[src/dmat_pkg.sv]
// Shared types and constants of the drift-mode attitude and throttle step unit.
`default_nettype none
package dmat_pkg;

	localparam int CFG_INDEX_W = 3;
	localparam int CFG_DATA_W  = 16;

	// Configuration register indexes
	typedef enum logic [CFG_INDEX_W-1:0] {
		REG_YAW_RATE_GAIN      = 3'd0,
		REG_SPEED_GAIN         = 3'd1,
		REG_SPEED_LIMIT        = 3'd2,
		REG_ASSIST_GAIN        = 3'd3,
		REG_ASSIST_MAX         = 3'd4,
		REG_ASSIST_WINDOW_LOW  = 3'd5,
		REG_ASSIST_WINDOW_HIGH = 3'd6
	} cfg_reg_t;

	// Datapath sequence, one step per cycle
	typedef enum logic [4:0] {
		ST_ROT0        = 5'd0,
		ST_ROT1        = 5'd1,
		ST_ROT2        = 5'd2,
		ST_ROT3        = 5'd3,
		ST_YAW0        = 5'd4,
		ST_YAW1        = 5'd5,
		ST_YAW_DIV     = 5'd6,
		ST_YAW_REC     = 5'd7,
		ST_YAW_CHK     = 5'd8,
		ST_YAW_FIN     = 5'd9,
		ST_SF_DIV      = 5'd10,
		ST_SF_REC      = 5'd11,
		ST_SF_CHK      = 5'd12,
		ST_SF_FIN      = 5'd13,
		ST_ROLL0       = 5'd14,
		ST_ROLL1       = 5'd15,
		ST_ROLL_DIV    = 5'd16,
		ST_ROLL_REC    = 5'd17,
		ST_ROLL_CHK    = 5'd18,
		ST_ROLL_FIN    = 5'd19,
		ST_BRAKE       = 5'd20,
		ST_PITCH_DIV   = 5'd21,
		ST_PITCH_REC   = 5'd22,
		ST_PITCH_CHK   = 5'd23,
		ST_PITCH_FIN   = 5'd24,
		ST_AST0        = 5'd25,
		ST_AST1        = 5'd26,
		ST_AST_DIV     = 5'd27,
		ST_AST_REC     = 5'd28,
		ST_AST_CHK     = 5'd29,
		ST_AST_FIN     = 5'd30
	} step_t;

	localparam step_t LAST_STEP = ST_AST_FIN;

	typedef struct packed {
		logic  load;    // capture input item
		logic  run;     // step is live
		step_t step;
		logic  commit;  // copy results to output register
	} dmat_cmd_t;

endpackage
`default_nettype wire

[src/dmat_if.sv]
// Channel interfaces: input tick, result and configuration write.
`default_nettype none
interface dmat_tick_if;
	logic                valid;
	logic                ready;
	logic signed [14:0]  pilot_roll;
	logic signed [14:0]  pilot_pitch;
	logic signed [13:0]  vel_north;
	logic signed [13:0]  vel_east;
	logic signed [13:0]  vertical_speed;
	logic signed [15:0]  yaw_sin;
	logic signed [15:0]  yaw_cos;
	logic signed [13:0]  yaw_stick;
	logic        [12:0]  pilot_throttle;

	modport source (
		output valid, pilot_roll, pilot_pitch, vel_north, vel_east, vertical_speed,
		output yaw_sin, yaw_cos, yaw_stick, pilot_throttle,
		input  ready
	);
	modport sink (
		input  valid, pilot_roll, pilot_pitch, vel_north, vel_east, vertical_speed,
		input  yaw_sin, yaw_cos, yaw_stick, pilot_throttle,
		output ready
	);
endinterface

interface dmat_result_if;
	logic                valid;
	logic                ready;
	logic signed [13:0]  roll_cmd;
	logic signed [15:0]  pitch_cmd;
	logic signed [17:0]  yaw_rate_cmd;
	logic        [12:0]  throttle_out;

	modport source (
		output valid, roll_cmd, pitch_cmd, yaw_rate_cmd, throttle_out,
		input  ready
	);
	modport sink (
		input  valid, roll_cmd, pitch_cmd, yaw_rate_cmd, throttle_out,
		output ready
	);
endinterface

interface dmat_cfg_if;
	logic        valid;
	logic        ready;
	logic [2:0]  index;
	logic [15:0] data;

	modport source (output valid, index, data, input ready);
	modport sink (input valid, index, data, output ready);
endinterface
`default_nettype wire

[src/dmat_ctrl.sv]
// Sequencer: accepts a tick, steps the datapath, hands off to the output register.
`default_nettype none
module dmat_ctrl import dmat_pkg::*; (
	input  wire logic      clk,
	input  wire logic      arst_n,
	input  wire logic      in_valid,
	output logic           in_ready,
	input  wire logic      out_ready,
	output logic           out_valid,
	output dmat_cmd_t      cmd
);

	typedef enum logic [2:0] {
		S_IDLE = 3'b001,
		S_RUN  = 3'b010,
		S_HOLD = 3'b100
	} state_t;

	state_t state_q;
	step_t  step_q;
	logic   out_valid_q;
	logic   accept;
	logic   free;

	assign in_ready   = (state_q == S_IDLE);
	assign accept     = in_valid && in_ready;
	assign free       = !out_valid_q || out_ready;
	assign out_valid  = out_valid_q;

	assign cmd.load   = accept;
	assign cmd.run    = (state_q == S_RUN);
	assign cmd.step   = step_q;
	assign cmd.commit = (state_q == S_HOLD) && free;

	always_ff @(posedge clk or negedge arst_n) begin
		if (!arst_n) begin
			state_q     <= S_IDLE;
			step_q      <= ST_ROT0;
			out_valid_q <= 1'b0;
		end else begin
			case (state_q)
				S_IDLE: begin
					if (accept) begin
						state_q <= S_RUN;
						step_q  <= ST_ROT0;
					end
				end
				S_RUN: begin
					if (step_q == LAST_STEP) begin
						state_q <= S_HOLD;
					end else begin
						step_q <= step_t'(5'(step_q) + 5'd1);
					end
				end
				S_HOLD: begin
					if (free) begin
						state_q <= S_IDLE;
					end
				end
				default: state_q <= S_IDLE;
			endcase

			if (cmd.commit) begin
				out_valid_q <= 1'b1;
			end else if (out_ready) begin
				out_valid_q <= 1'b0;
			end
		end
	end

endmodule
`default_nettype wire

[src/dmat_datapath.sv]
// Datapath: config registers, shared multiplier, constant divider and state.
`default_nettype none
module dmat_datapath import dmat_pkg::*; (
	input  wire logic                    clk,
	input  wire logic                    arst_n,
	input  wire dmat_cmd_t               cmd,
	input  wire logic                    cfg_we,
	input  wire logic [CFG_INDEX_W-1:0]  cfg_index,
	input  wire logic [CFG_DATA_W-1:0]   cfg_data,
	input  wire logic signed [14:0]      pilot_roll,
	input  wire logic signed [14:0]      pilot_pitch,
	input  wire logic signed [13:0]      vel_north,
	input  wire logic signed [13:0]      vel_east,
	input  wire logic signed [13:0]      vertical_speed,
	input  wire logic signed [15:0]      yaw_sin,
	input  wire logic signed [15:0]      yaw_cos,
	input  wire logic signed [13:0]      yaw_stick,
	input  wire logic        [12:0]      pilot_throttle,
	output logic signed [13:0]           roll_cmd,
	output logic signed [15:0]           pitch_cmd,
	output logic signed [17:0]           yaw_rate_cmd,
	output logic        [12:0]           throttle_out
);

	typedef enum logic [2:0] {
		DK_YAW, DK_SF, DK_ROLL, DK_PITCH, DK_AST
	} div_kind_t;

	localparam logic        [26:0] YAW_FULL  = 27'd81920000;  // 5000 * 2^14
	localparam logic        [30:0] YAW_CAP   = 31'd32768000;  // 2000 * 2^14
	localparam logic signed [32:0] YAW_LIM   = 33'sd72000;
	localparam logic signed [32:0] ROLL_LIM  = 33'sd4500;
	localparam logic signed [32:0] PITCH_LIM = 33'sd32000;

	// config
	logic [11:0] yaw_gain_q;
	logic [10:0] speed_gain_q;
	logic [10:0] speed_limit_q;
	logic [15:0] assist_gain_q;
	logic [12:0] assist_max_q;
	logic [12:0] win_lo_q;
	logic [12:0] win_hi_q;

	// captured item
	logic signed [14:0] roll_in_q, pitch_in_q;
	logic signed [13:0] vn_q, ve_q, vz_q, stick_q;
	logic signed [15:0] sn_q, cs_q;
	logic        [12:0] thr_q;

	// working registers
	logic signed [65:0] p_q;
	logic signed [30:0] rv_q, pv_q;
	logic signed [25:0] rvc_q, pvc_q;
	logic signed [36:0] acc_q;
	logic        [31:0] t_q, q0_q;
	logic               neg_q;
	div_kind_t          kind_q;

	// state and results
	logic signed [21:0] sf_q;
	logic        [10:0] bf_q;
	logic signed [17:0] yaw_q;
	logic signed [13:0] roll_q;
	logic signed [15:0] pitch_q;
	logic        [12:0] tout_q;

	logic signed [32:0] ma, mb;

	// combinational helpers
	logic        [30:0] apv, apv_c;
	logic        [26:0] yaw_fac;
	logic signed [26:0] lim;
	logic        [11:0] bf_sum;
	logic        [10:0] bf_next;
	logic        [12:0] d_mid;
	logic signed [20:0] w_raw;
	logic        [16:0] w_cl;
	logic signed [55:0] num, mag;
	div_kind_t          kind_d;
	logic        [31:0] t_d;
	logic        [27:0] m_rec;
	logic        [12:0] k_div;
	logic        [32:0] r_div;
	logic        [31:0] q_div;
	logic signed [32:0] sq;
	logic signed [32:0] amax, a_cl;
	logic signed [14:0] tsum;
	logic        [12:0] tout_d;
	logic               in_window;

	always_comb begin
		apv     = pv_q[30] ? 31'(-pv_q) : 31'(pv_q);
		apv_c   = (apv > YAW_CAP) ? YAW_CAP : apv;
		yaw_fac = YAW_FULL - 27'(apv_c);
		lim     = 27'({speed_limit_q, 14'd0});
		bf_sum  = 12'(bf_q) + 12'd3;
		bf_next = (bf_sum > 12'(speed_gain_q)) ? speed_gain_q : bf_sum[10:0];
		d_mid   = (thr_q >= 13'd2048) ? (thr_q - 13'd2048) : (13'd2048 - thr_q);
		w_raw   = 21'sd147456 - 21'(d_mid) * 21'sd125;
		if (w_raw < 0) begin
			w_cl = 17'd0;
		end else if (w_raw > 21'sd122880) begin
			w_cl = 17'd122880;
		end else begin
			w_cl = w_raw[16:0];
		end
		in_window = (thr_q > win_lo_q) && (thr_q < win_hi_q);
	end

	// numerator selection for the divider setup steps
	always_comb begin
		num    = '0;
		kind_d = DK_YAW;
		case (cmd.step)
			ST_YAW_DIV: begin
				num    = 56'(p_q);
				kind_d = DK_YAW;
			end
			ST_SF_DIV: begin
				num    = (56'(sf_q) <<< 4) + (56'(sf_q) <<< 3) + (56'(stick_q) <<< 8);
				kind_d = DK_SF;
			end
			ST_ROLL_DIV: begin
				num    = 56'(acc_q) - 56'(signed'(p_q[37:0]));
				kind_d = DK_ROLL;
			end
			ST_PITCH_DIV: begin
				num    = 56'(signed'(p_q[37:0]));
				kind_d = DK_PITCH;
			end
			ST_AST_DIV: begin
				num    = -56'(signed'(p_q[48:0]));
				kind_d = DK_AST;
			end
			default: begin
				num    = '0;
				kind_d = DK_YAW;
			end
		endcase
		mag = num[55] ? -num : num;
		// round half away: add half the divisor, drop the power-of-two part
		case (kind_d)
			DK_YAW:   t_d = 32'((mag + 56'd10485760000) >> 22);
			DK_SF:    t_d = 32'(mag + 56'd12);
			DK_ROLL:  t_d = 32'((mag + 56'd819200) >> 14);
			DK_PITCH: t_d = 32'((mag + 56'd819200) >> 14);
			DK_AST:   t_d = 32'((mag + 56'd15728640) >> 20);
			default:  t_d = '0;
		endcase
	end

	// reciprocal floor(2^32/k); quotient estimate is exact or one short
	always_comb begin
		case (kind_q)
			DK_YAW:   begin m_rec = 28'd858993;    k_div = 13'd5000; end
			DK_SF:    begin m_rec = 28'd171798691; k_div = 13'd25;   end
			DK_ROLL:  begin m_rec = 28'd42949672;  k_div = 13'd100;  end
			DK_PITCH: begin m_rec = 28'd42949672;  k_div = 13'd100;  end
			DK_AST:   begin m_rec = 28'd143165576; k_div = 13'd30;   end
			default:  begin m_rec = '0;            k_div = 13'd1;    end
		endcase
		r_div = 33'(t_q) - 33'(p_q[32:0]);
		q_div = (r_div >= 33'(k_div)) ? (q0_q + 32'd1) : q0_q;
		sq    = neg_q ? -33'(q_div) : 33'(q_div);
		amax  = 33'(assist_max_q);
		if (!in_window) begin
			a_cl = '0;
		end else if (sq > amax) begin
			a_cl = amax;
		end else if (sq < -amax) begin
			a_cl = -amax;
		end else begin
			a_cl = sq;
		end
		tsum = 15'(signed'({2'b00, thr_q})) + 15'(a_cl);
		if (tsum < 0) begin
			tout_d = 13'd0;
		end else if (tsum > 15'sd4096) begin
			tout_d = 13'd4096;
		end else begin
			tout_d = tsum[12:0];
		end
	end

	// multiplier operands
	always_comb begin
		ma = '0;
		mb = '0;
		if (cmd.run) begin
			case (cmd.step)
				ST_ROT0: begin ma = 33'(ve_q); mb = 33'(cs_q); end
				ST_ROT1: begin ma = 33'(vn_q); mb = 33'(sn_q); end
				ST_ROT2: begin ma = 33'(ve_q); mb = 33'(sn_q); end
				ST_ROT3: begin ma = 33'(vn_q); mb = 33'(cs_q); end
				ST_YAW0: begin ma = 33'(roll_in_q); mb = 33'(yaw_gain_q); end
				ST_YAW1: begin ma = 33'(signed'(p_q[26:0])); mb = 33'(yaw_fac); end
				ST_YAW_REC, ST_SF_REC, ST_ROLL_REC, ST_PITCH_REC, ST_AST_REC: begin
					ma = 33'(t_q);
					mb = 33'(m_rec);
				end
				ST_YAW_CHK, ST_SF_CHK, ST_ROLL_CHK, ST_PITCH_CHK, ST_AST_CHK: begin
					ma = 33'(p_q[63:32]);
					mb = 33'(k_div);
				end
				ST_ROLL0: begin ma = 33'(sf_q); mb = 33'sd6400; end
				ST_ROLL1: begin ma = 33'(rvc_q); mb = 33'(speed_gain_q); end
				ST_BRAKE: begin ma = 33'(pvc_q); mb = 33'(bf_next); end
				ST_AST0:  begin ma = 33'(w_cl); mb = 33'(vz_q); end
				ST_AST1:  begin ma = 33'(signed'(p_q[30:0])); mb = 33'(assist_gain_q); end
				default:  begin ma = '0; mb = '0; end
			endcase
		end
	end

	always_ff @(posedge clk or negedge arst_n) begin
		if (!arst_n) begin
			yaw_gain_q    <= 12'd1152;
			speed_gain_q  <= 11'd800;
			speed_limit_q <= 11'd560;
			assist_gain_q <= 16'd1887;
			assist_max_q  <= 13'd1229;
			win_lo_q      <= 13'd872;
			win_hi_q      <= 13'd3224;
			sf_q          <= '0;
			bf_q          <= '0;
		end else begin
			if (cfg_we) begin
				case (cfg_reg_t'(cfg_index))
					REG_YAW_RATE_GAIN:      yaw_gain_q    <= cfg_data[11:0];
					REG_SPEED_GAIN:         speed_gain_q  <= cfg_data[10:0];
					REG_SPEED_LIMIT:        speed_limit_q <= cfg_data[10:0];
					REG_ASSIST_GAIN:        assist_gain_q <= cfg_data;
					REG_ASSIST_MAX:         assist_max_q  <= cfg_data[12:0];
					REG_ASSIST_WINDOW_LOW:  win_lo_q      <= cfg_data[12:0];
					REG_ASSIST_WINDOW_HIGH: win_hi_q      <= cfg_data[12:0];
					default: ;
				endcase
			end
			if (cmd.run && cmd.step == ST_SF_FIN) begin
				sf_q <= sq[21:0];
			end
			if (cmd.run && cmd.step == ST_BRAKE) begin
				bf_q <= (pitch_in_q == '0) ? bf_next : 11'd0;
			end
		end
	end

	always_ff @(posedge clk) begin
		p_q <= ma * mb;
		if (cmd.load) begin
			roll_in_q  <= pilot_roll;
			pitch_in_q <= pilot_pitch;
			vn_q       <= vel_north;
			ve_q       <= vel_east;
			vz_q       <= vertical_speed;
			sn_q       <= yaw_sin;
			cs_q       <= yaw_cos;
			stick_q    <= yaw_stick;
			thr_q      <= pilot_throttle;
		end
		if (cmd.run) begin
			case (cmd.step)
				ST_ROT1: rv_q <= 31'(p_q);
				ST_ROT2: rv_q <= rv_q - 31'(p_q);
				ST_ROT3: pv_q <= 31'(p_q);
				ST_YAW0: pv_q <= pv_q + 31'(p_q);
				ST_YAW1: begin
					// speed clamp after the yaw factor has used raw pv
					if (rv_q > 31'(lim)) begin
						rvc_q <= 26'(lim);
					end else if (rv_q < -31'(lim)) begin
						rvc_q <= 26'(-lim);
					end else begin
						rvc_q <= 26'(rv_q);
					end
					if (pv_q > 31'(lim)) begin
						pvc_q <= 26'(lim);
					end else if (pv_q < -31'(lim)) begin
						pvc_q <= 26'(-lim);
					end else begin
						pvc_q <= 26'(pv_q);
					end
				end
				ST_YAW_DIV, ST_SF_DIV, ST_ROLL_DIV, ST_PITCH_DIV, ST_AST_DIV: begin
					t_q    <= t_d;
					neg_q  <= num[55];
					kind_q <= kind_d;
				end
				ST_YAW_CHK, ST_SF_CHK, ST_ROLL_CHK, ST_PITCH_CHK, ST_AST_CHK: begin
					q0_q <= p_q[63:32];
				end
				ST_YAW_FIN: begin
					if (sq > YAW_LIM) begin
						yaw_q <= 18'(YAW_LIM);
					end else if (sq < -YAW_LIM) begin
						yaw_q <= 18'(-YAW_LIM);
					end else begin
						yaw_q <= 18'(sq);
					end
				end
				ST_ROLL1: acc_q <= 37'(p_q);
				ST_ROLL_FIN: begin
					if (sq > ROLL_LIM) begin
						roll_q <= 14'(ROLL_LIM);
					end else if (sq < -ROLL_LIM) begin
						roll_q <= 14'(-ROLL_LIM);
					end else begin
						roll_q <= 14'(sq);
					end
				end
				ST_PITCH_FIN: begin
					if (pitch_in_q != '0) begin
						pitch_q <= 16'(pitch_in_q);
					end else if (sq > PITCH_LIM) begin
						pitch_q <= 16'(PITCH_LIM);
					end else if (sq < -PITCH_LIM) begin
						pitch_q <= 16'(-PITCH_LIM);
					end else begin
						pitch_q <= 16'(sq);
					end
				end
				ST_AST_FIN: tout_q <= tout_d;
				default: ;
			endcase
		end
		if (cmd.commit) begin
			roll_cmd     <= roll_q;
			pitch_cmd    <= pitch_q;
			yaw_rate_cmd <= yaw_q;
			throttle_out <= tout_q;
		end
	end

endmodule
`default_nettype wire

[src/drift_mode_attitude_throttle_step_unit.sv]
// Drift-mode attitude and throttle step unit, top level.
//
// One tick item in, one result item out, valid/ready on both channels.
// A tick transfers when tick.valid and tick.ready are high at a clock edge;
// the unit then runs a 31-step sequence on one shared 33x33 multiplier and
// a reciprocal-multiply divider, then puts the result on the result channel.
// The unit takes no new tick while one is in the sequence; the
// next tick is taken the cycle after the result is loaded.
// The result sits in an output register; if the receiver stalls, the unit
// finishes the current tick and waits until the register frees up.
// Configuration writes go on the cfg channel (always ready), while idle;
// indexes beyond the register list are dropped.
// Reset (arst_n low) restores register defaults, clears the stick filter
// and brake factor, and empties the output register.
`default_nettype none
module drift_mode_attitude_throttle_step_unit import dmat_pkg::*; (
	input  wire logic  clk,
	input  wire logic  arst_n,
	dmat_tick_if.sink      tick,
	dmat_result_if.source  result,
	dmat_cfg_if.sink       cfg
);

	dmat_cmd_t cmd;

	assign cfg.ready = 1'b1;

	dmat_ctrl u_ctrl (
		.clk       (clk),
		.arst_n    (arst_n),
		.in_valid  (tick.valid),
		.in_ready  (tick.ready),
		.out_ready (result.ready),
		.out_valid (result.valid),
		.cmd       (cmd)
	);

	dmat_datapath u_datapath (
		.clk             (clk),
		.arst_n          (arst_n),
		.cmd             (cmd),
		.cfg_we          (cfg.valid),
		.cfg_index       (cfg.index),
		.cfg_data        (cfg.data),
		.pilot_roll      (tick.pilot_roll),
		.pilot_pitch     (tick.pilot_pitch),
		.vel_north       (tick.vel_north),
		.vel_east        (tick.vel_east),
		.vertical_speed  (tick.vertical_speed),
		.yaw_sin         (tick.yaw_sin),
		.yaw_cos         (tick.yaw_cos),
		.yaw_stick       (tick.yaw_stick),
		.pilot_throttle  (tick.pilot_throttle),
		.roll_cmd        (result.roll_cmd),
		.pitch_cmd       (result.pitch_cmd),
		.yaw_rate_cmd    (result.yaw_rate_cmd),
		.throttle_out    (result.throttle_out)
	);

`ifndef NO_ASSERTIONS
	a_ready_idle: assert property (@(posedge clk) disable iff (!arst_n)
		tick.ready |-> (!cmd.run && !cmd.commit))
		else $error("tick ready while sequence active");

	a_commit_free: assert property (@(posedge clk) disable iff (!arst_n)
		cmd.commit |-> (!result.valid || result.ready))
		else $error("result overwritten before transfer");

	a_busy_after: assert property (@(posedge clk) disable iff (!arst_n)
		(tick.valid && tick.ready) |=> (!tick.ready && cmd.run && cmd.step == ST_ROT0))
		else $error("sequence did not start after tick transfer");
`endif

endmodule
`default_nettype wire

[src/flat_wrapper.sv]
// flat-port wrapper written by rule: the top's interface ports become plain ports
module drift_mode_attitude_throttle_step_unit_flat import dmat_pkg::*;
  (clk, arst_n, tick_valid, tick_pilot_roll, tick_pilot_pitch, tick_vel_north, tick_vel_east, tick_vertical_speed, tick_yaw_sin, tick_yaw_cos, tick_yaw_stick, tick_pilot_throttle, tick_ready, result_valid, result_roll_cmd, result_pitch_cmd, result_yaw_rate_cmd, result_throttle_out, result_ready, cfg_valid, cfg_index, cfg_data, cfg_ready);
  dmat_tick_if tick_i ();
  dmat_result_if result_i ();
  dmat_cfg_if cfg_i ();
  input  wire logic clk;
  input  wire logic arst_n;
  input wire logic [$bits(tick_i.valid)-1:0] tick_valid;
  input wire logic [$bits(tick_i.pilot_roll)-1:0] tick_pilot_roll;
  input wire logic [$bits(tick_i.pilot_pitch)-1:0] tick_pilot_pitch;
  input wire logic [$bits(tick_i.vel_north)-1:0] tick_vel_north;
  input wire logic [$bits(tick_i.vel_east)-1:0] tick_vel_east;
  input wire logic [$bits(tick_i.vertical_speed)-1:0] tick_vertical_speed;
  input wire logic [$bits(tick_i.yaw_sin)-1:0] tick_yaw_sin;
  input wire logic [$bits(tick_i.yaw_cos)-1:0] tick_yaw_cos;
  input wire logic [$bits(tick_i.yaw_stick)-1:0] tick_yaw_stick;
  input wire logic [$bits(tick_i.pilot_throttle)-1:0] tick_pilot_throttle;
  output wire logic [$bits(tick_i.ready)-1:0] tick_ready;
  output wire logic [$bits(result_i.valid)-1:0] result_valid;
  output wire logic [$bits(result_i.roll_cmd)-1:0] result_roll_cmd;
  output wire logic [$bits(result_i.pitch_cmd)-1:0] result_pitch_cmd;
  output wire logic [$bits(result_i.yaw_rate_cmd)-1:0] result_yaw_rate_cmd;
  output wire logic [$bits(result_i.throttle_out)-1:0] result_throttle_out;
  input wire logic [$bits(result_i.ready)-1:0] result_ready;
  input wire logic [$bits(cfg_i.valid)-1:0] cfg_valid;
  input wire logic [$bits(cfg_i.index)-1:0] cfg_index;
  input wire logic [$bits(cfg_i.data)-1:0] cfg_data;
  output wire logic [$bits(cfg_i.ready)-1:0] cfg_ready;
  assign tick_i.valid = tick_valid;
  assign tick_i.pilot_roll = tick_pilot_roll;
  assign tick_i.pilot_pitch = tick_pilot_pitch;
  assign tick_i.vel_north = tick_vel_north;
  assign tick_i.vel_east = tick_vel_east;
  assign tick_i.vertical_speed = tick_vertical_speed;
  assign tick_i.yaw_sin = tick_yaw_sin;
  assign tick_i.yaw_cos = tick_yaw_cos;
  assign tick_i.yaw_stick = tick_yaw_stick;
  assign tick_i.pilot_throttle = tick_pilot_throttle;
  assign tick_ready = tick_i.ready;
  assign result_valid = result_i.valid;
  assign result_roll_cmd = result_i.roll_cmd;
  assign result_pitch_cmd = result_i.pitch_cmd;
  assign result_yaw_rate_cmd = result_i.yaw_rate_cmd;
  assign result_throttle_out = result_i.throttle_out;
  assign result_i.ready = result_ready;
  assign cfg_i.valid = cfg_valid;
  assign cfg_i.index = cfg_index;
  assign cfg_i.data = cfg_data;
  assign cfg_ready = cfg_i.ready;
  drift_mode_attitude_throttle_step_unit u_core (.clk(clk), .arst_n(arst_n), .tick(tick_i), .result(result_i), .cfg(cfg_i));
endmodule
[config.mk]
export PLATFORM = sky130hd
export DESIGN_NAME = drift_mode_attitude_throttle_step_unit_flat
export DESIGN_NICKNAME = d
export VERILOG_FILES = /design/src/dmat_pkg.sv /design/src/dmat_if.sv /design/src/dmat_ctrl.sv /design/src/dmat_datapath.sv /design/src/drift_mode_attitude_throttle_step_unit.sv /design/src/flat_wrapper.sv
export SDC_FILE = /design/constraint.sdc
export NUM_CORES = 2
export LEC_CHECK = 0
export ABC_AREA = 0
export BUFFER_PORTS_ARGS = -buffer_cell sky130_fd_sc_hd__buf_4
export CAP_MARGIN = 20
export CORE_UTILIZATION = 60
export CTS_CLUSTER_DIAMETER = 50
export CTS_CLUSTER_SIZE = 16
export DETAILED_ROUTE_END_ITERATION = 10
export PLACE_DENSITY = 0.77
export SYNTH_ARGS = -nofsm -noshare
export SYNTH_HDL_FRONTEND = slang
export SYNTH_SLANG_ARGS = --single-unit
[constraint.sdc]
create_clock -name clk -period 25.3 [get_ports clk]
set_input_delay 1.265 -clock clk [delete_from_list [all_inputs] [get_ports clk]]
set_output_delay 1.265 -clock clk [all_outputs]
set_load 0.02 [all_outputs]
# After elaboration in Yosys (flattened, before gate mapping)

Index checks and enable logic that the tools add are counted.
W data, S select, Z words.

Register bits: 667
Bits of input ports: 155
Output and inout port bits: 64
Word-level logic and storage cells: 235

Add/sub/neg operators: 25
$mul: 2
Magnitude comparators: 22
Equal/unequal tests: 51
Muxes and demuxes: 43
Reduce and logical (&&, ||, !) cells: 48

Operators by type and width:

| cell                     | number |
|---|---|
| $pmux W33 S11            | 2 |
| $pmux W56 S5             | 1 |
| $pmux W32 S4             | 1 |
| $pmux W31 S2             | 2 |
| $pmux W28 S4             | 1 |
| $mux W33                 | 3 |
| $eq A5 B5 Y1 const B     | 15 |
| $mul A33 B33 Y64         | 1 |
| $gt A31 B26 Y1           | 2 |
| $lt A31 B31 Y1           | 2 |
| $neg A49 Y56             | 1 |
| $add A54 B34 Y54 const B | 1 |
| $mux W54                 | 1 |
| $neg A54 Y54             | 1 |
| $add A52 B24 Y52 const B | 1 |
| $mux W26                 | 2 |
| $pmux W13 S4             | 1 |
| $mux W25                 | 2 |
| $mux W16                 | 3 |
| $add A46 B20 Y46 const B | 1 |
| $mux W15                 | 3 |
| $eq A5 B4 Y1 const B     | 8 |
| $sub A37 B38 Y39         | 1 |
| $mux W17                 | 2 |
| other kinds (71)         | 133 |

# Longest topological paths before layout

Depth in word-level cells: 14
Mapped depth: 66
Mapped depth without buffers: 62

# Modules after synthesis

A second synthesis with hierarchy kept.

Cell total of the unflattened synthesis: 9829
Area total of the unflattened synthesis: 89552.1 sq um

By module, submodules not included:

| module                                 | instances | cells each | area each (sq um) | sequential area each (sq um) |
|---|---|---|---|---|
| dmat_datapath                          | 1         | 9781       | 89040.4           | 18549.0 |
| dmat_ctrl                              | 1         | 46         | 500.5             | 226.5 |
| drift_mode_attitude_throttle_step_unit | 1         | 2          | 11.3              | 0.0 |

# Worst setup path after synthesis

Ideal clock, no wire load.

Path kind: register -> register
Start point: reg u_core.u_datapath.thr_q[11]
End point: reg u_core.u_datapath.p_q[63]
Setup time: 0.072 ns
Arrival: 14.703 ns
Required time: 25.228 ns
Path slack: 10.525 ns
Stages on the path, launching flop included: 62
Path buffers: 5
Period minus slack after synthesis: 14.775 ns
Cells stage by stage: edfxtp_1 -> inv_1 -> ha_1 -> clkbuf_1 -> nand2_1 -> xor2_1 -> inv_1 -> ha_1 -> inv_1 -> fa_1 -> inv_1 -> fa_1 -> inv_1 -> fa_1 -> ha_1 -> a21oi_1 -> o21ai_0 -> a21oi_1 -> [... 26 more ...] -> inv_1 -> ha_1 -> inv_1 -> or3_1 -> nand3_1 -> o22ai_1 -> o21ai_0 -> a21oi_1 -> o21ai_0 -> a21oi_1 -> o21ai_0 -> o211ai_1 -> a21boi_0 -> o21ai_0 -> a21oi_1 -> o21ai_0 -> a21oi_1 -> xnor2_1

Cells in the longest elaborated chain, start to end: 10
Elaborated cells on any way between the ends: 13
Those cells by class: add/sub: 3; mul: 2; order compare: 3; mux: 5

Ends and longest elaborated chain:

| what                                           | RTL line             | text |
|---|---|---|
| start: declaration                             | dmat_datapath.sv:48  | `logic [12:0] thr_q;` |
| start signal: assignment                       | dmat_datapath.sv:259 | `thr_q <= pilot_throttle;` |
| $sub A12 B13 Y13, or another cell as far along | dmat_datapath.sv:98  | `d_mid = (thr_q >= 13'd2048) ? (thr_q - 13'd2048) : (13'd2048 - thr_q);` |
| $mux W13 (*)                                   | dmat_datapath.sv:98  |  |
| $mul A13 B7 Y20 (*)                            | dmat_datapath.sv:99  | `w_raw = 21'sd147456 - 21'(d_mid) * 21'sd125;` |
| $sub A18 B20 Y21 (*)                           | dmat_datapath.sv:99  |  |
| $gt A21 B18 Y1                                 | dmat_datapath.sv:102 | `end else if (w_raw > 21'sd122880) begin` |
| $mux W17                                       | dmat_datapath.sv:102 |  |
| $mux W17 (*)                                   | dmat_datapath.sv:100 | `if (w_raw < 0) begin` |
| $pmux W33 S11 (*)                              | dmat_datapath.sv:190 | `case (cmd.step)` |
| $mux W33 (*)                                   | dmat_datapath.sv:189 | `if (cmd.run) begin` |
| $mul A33 B33 Y64 (*)                           | dmat_datapath.sv:249 | `p_q <= ma * mb;` |
| end signal: assignment                         | dmat_datapath.sv:249 |  |
| end: declaration                               | dmat_datapath.sv:51  | `logic signed [65:0] p_q;` |

Every way passes the cells marked *; elsewhere a longest branch is shown, timed or not.
A chain may end at the register's enable or synchronous reset.

# Final worst setup path

Start point: reg u_core.u_datapath.thr_q[0]
End point: reg u_core.u_datapath.p_q[63]

Same word-level chain as after synthesis.

==> metrics.txt <==
top library cells by usage in the layout, fill and taps aside=sky130_fd_sc_hd__inv_1 (1,624), sky130_fd_sc_hd__nand2_1 (1,220), sky130_fd_sc_hd__fa_1 (1,179), sky130_fd_sc_hd__ha_1 (612), sky130_fd_sc_hd__nor2_1 (578); via count of the routed design=78,510; Yosys Warn Count=0; part of the Yosys area used for sequential elements=20.92%; total CTS buffers=between 80 and 90; number of buffer cells added on primary ports=about 220; category of the most critical setup path=reg2reg; total count of max-transition violations in the final report=0; WP buf/inv=9; num rows=between 100 and 150; Routed WL per cell=around 28 um; pin count of the biggest net entering global routing=76; most used cell, CP=sky130_fd_sc_hd__fa_1; Layout Skew=76.43 ps; Synth cell types=~120; CTS clk-pin slew, worst paths=~70 ps; power per cell area=144.0 nW/um^2; storage element area=18,780 sq um; die boundary width=~400 um; share of flip-flops with an asynchronous set or reset=between 10% and 20%; Remaining Overflow, GRT=0; Clk Latency, worst-skew pair=approximately 720 ps; number of clock sinks=around 670; CP Data Arrival Time=18,290 ps; Period Utilization, post-route=a little over two thirds; total of endpoints with negative setup slack in the final report=0; number of global-route vias before repair=77,290; post-synthesis net count=11,890; number of instances resized during post-cts repair=0; GR Util All Layers=about 45%; summed instance area of the synthesized netlist=89,730 sq um; overall routed net length=approximately 340 mm; setup repair after global routing missed its margin=false; leading cell type in the layout, fill and taps excluded=sky130_fd_sc_hd__inv_1; length of the first detailed-routing pass in iterations=9; Crit Path Max Fanout=23; critical path launch point=u_core.u_datapath.thr_q[0]; hold-fix buffer count after cts=0; kind of capture point of the worst setup path=flop; startpoint type of the worst setup path=flop; wire length of the first global-routing pass=approximately 500 mm; footprint of the multi-input gates=between 60,000 and 70,000 sq um; max_cap viols=0; Avg Cell Area, Syn=9.028 sq um; Crit path largest cell delay=slightly below 900 ps; Initial Util=between 60% and 70%; Data required, critical path=25,930 ps; remaining max-slew budget at the tightest pin=between 10% and 20%; worst-margin pin slew=~1200 ps; Boundary Pins=approximately 220; buffer type at the clock tree root=sky130_fd_sc_hd__clkbuf_16; Seq cells post-synth=667; hold crit path type=reg2reg; DRT antenna net count=0; minimum setup slack in the final design=roughly 7600 ps; worst setup path end=u_core.u_datapath.p_q[63]; slowest CP cell=sky130_fd_sc_hd__o21ai_0; buffers inserted during post-CTS setup optimization=0; post-layout min period=between 15,000 and 20,000 ps; share of cells above drive strength 1=roughly 8.4%; Highest Clock Rate=roughly 0.057 GHz; Hold Violations, Final=0; CP Depth=57; GP Congestion=around 1.0; Die Span Y=388.7 um; EDFF count, synth=approximately 470; total number of H-tree levels=3; Worst IR Drop VDD=0.0005064 V; HPWL after DPL=between 200 and 300 mm; initial antenna violation count=27; minimum setup slack among reg-to-reg paths=roughly 7600 ps; Register-to-Register Path Depth=between 50 and 60; Final Net Count=11,980; start of the worst register-to-register path=u_core.u_datapath.thr_q[0]; end of the worst register-to-register path=u_core.u_datapath.p_q[63]; post-synthesis cell count=between 9,000 and 10,000; layout filler cell count=12,010; largest buffer count on any clock path=3; Leak=0.04464 uW; Area growth, synth to finish=8.451%; DR vias/cell=6.512; cell type group with the largest total delay on the critical path=compound AO/OA/AOI/OAI gates; area enclosed by the die boundary=approximately 150,000 sq um; placement-stage worst setup slack=8183 ps; status=complete, no violations; number of DRC violations after detailed-routing iteration 0=9,743; TritonCTS clock tree=built; area of the core=roughly 150,000 sq um; post-route DRC violation count=0; Final TNS setup=0 ps; most used flip-flop cell after synthesis=sky130_fd_sc_hd__edfxtp_1
power breakdown:
part,switching [uW],leakage [uW],internal (uW),total [uW]
registers,171,0.00649,1410,1580
clock network,580,0.00155,792,1370
logic,7210,0.0366,3850,11100
total,7960,0.0446,6050,14000
layout make-up:
class                   count  area share [%]
well taps                1930           2.481
flip-flops and latches    667           19.29
clock inverters            62           1.002
inverters                1631           6.291
clock buffers              98           2.300
repair buffers            435           3.357
diodes                     21         0.05400
multi-input cells        7212           65.22
worst reg2reg max path, delay by kind of cell, from the launching register on:
| kind | cells | cell delay, ps |
|---|---|---|
| fa+ha+maj | 15 | 6770 |
| xor+xnor | 2 | 690 |
| simple gates | 8 | 1840 |
| flops | 1 | 500 |
| compound gates | 23 | 7000 |
| buf+inv | 9 | 800 |
per-layer routing:
layer | wire length, um | vias up | share of wire (%) | track usage (%)
li1 | - | 33420 | - | -
met1 | 125600 | 38560 | 37 | 58.58
met2 | 144600 | 5357 | 43 | 65.92
met3 | 43660 | 1148 | 13 | 12.71
met4 | 24600 | 20 | 7.3 | 27.88
met5 | 143 | - | 0.042 | 0.06380
synth_stat cells, drive strengths merged, types with 64 or more instances:
library cell	count	area, sq um
nand2	1222	4592
nor3	212	1082
o21a	96	720.7
nand2b	97	606.8
clkbuf	377	1415
nand3	201	1011
edfxtp	472	14170
a21oi	364	1871
o31ai	69	528.0
a22oi	85	638.1
and3	91	569.3
o21ai	431	2161
ha	613	7670
nor2	598	2252
fa	1179	23600
dfxtp	64	1281
xnor2	297	2609
a21o	111	840.8
mux2	75	844.6
nor2b	91	569.3
and2	130	813.3
or3	75	469.2
xor2	169	1480
nor4	68	478.0
inv	1626	6103
nand4	99	625.6
dfrtp	97	2427
cells by family (layout without fill, tap and decap cells):
logic type | count (synthesis) | in the layout | share of synthesized area (%)
compound gates | 1772 | 1772 | 13.35
xor+xnor | 466 | 466 | 4.557
fa+ha+maj | 1792 | 1792 | 34.85
buf+inv | 2061 | 2226 | 8.691
flops | 667 | 667 | 20.92
mux | 124 | 124 | 1.488
other cells | 1 | 22 | 0.004179
simple gates | 3057 | 3057 | 16.14
registers in the layout, summed over array words and instances, names as in the netlist, 15 cells and up:
register and flops:
u_core.u_datapath.acc_q 37, u_core.u_datapath.assist_gain_q 16, u_core.u_datapath.cs_q 16, u_core.u_datapath.p_q 64, u_core.u_datapath.pitch_cmd 16, u_core.u_datapath.pitch_in_q 15, u_core.u_datapath.pitch_q 16, u_core.u_datapath.pv_q 31
u_core.u_datapath.pvc_q 26, u_core.u_datapath.q0_q 32, u_core.u_datapath.roll_in_q 15, u_core.u_datapath.rv_q 31, u_core.u_datapath.rvc_q 26, u_core.u_datapath.sf_q 22, u_core.u_datapath.sn_q 16, u_core.u_datapath.t_q 32
u_core.u_datapath.yaw_q 18, u_core.u_datapath.yaw_rate_cmd 18
stage by stage:
| stage | utilization, % | total power (uW) | instance area (sq um) | hold slack (ps) | instances |
|---|---|---|---|---|---|
| after floorplan | - | 8845 | 89730 | 400.3 | 9940 |
| after global placement | 63.53 | 12110 | 94040 | 400.8 | 11870 |
| after detailed placement | 63.53 | 12350 | 94040 | 404.5 | 11870 |
| after CTS | 65.70 | 13780 | 97250 | 416.4 | 12030 |
| after global routing | 65.71 | 15170 | 97260 | 413.2 | 12040 |
| final | 65.75 | 14010 | 97320 | 412.0 | 12060 |
worst min-delay path by stage:
stage / startpoint / to / slack [ps] / cells after the start
finish: u_core.u_datapath.yaw_q[3] / u_core.u_datapath.yaw_rate_cmd[3] / 410 / 0
CTS: u_core.u_datapath.yaw_q[3] / u_core.u_datapath.yaw_rate_cmd[3] / 420 / 0
global route: u_core.u_datapath.yaw_q[3] / u_core.u_datapath.yaw_rate_cmd[3] / 410 / 0
floorplan: u_core.u_datapath.pitch_q[0] / u_core.u_datapath.pitch_cmd[0] / 400 / 0
detailed placement: u_core.u_datapath.yaw_q[6] / u_core.u_datapath.yaw_rate_cmd[6] / 400 / 0
global placement: u_core.u_datapath.roll_q[13] / u_core.u_datapath.roll_cmd[13] / 400 / 0
No activity file was read; power rests on OpenSTA's default activity.
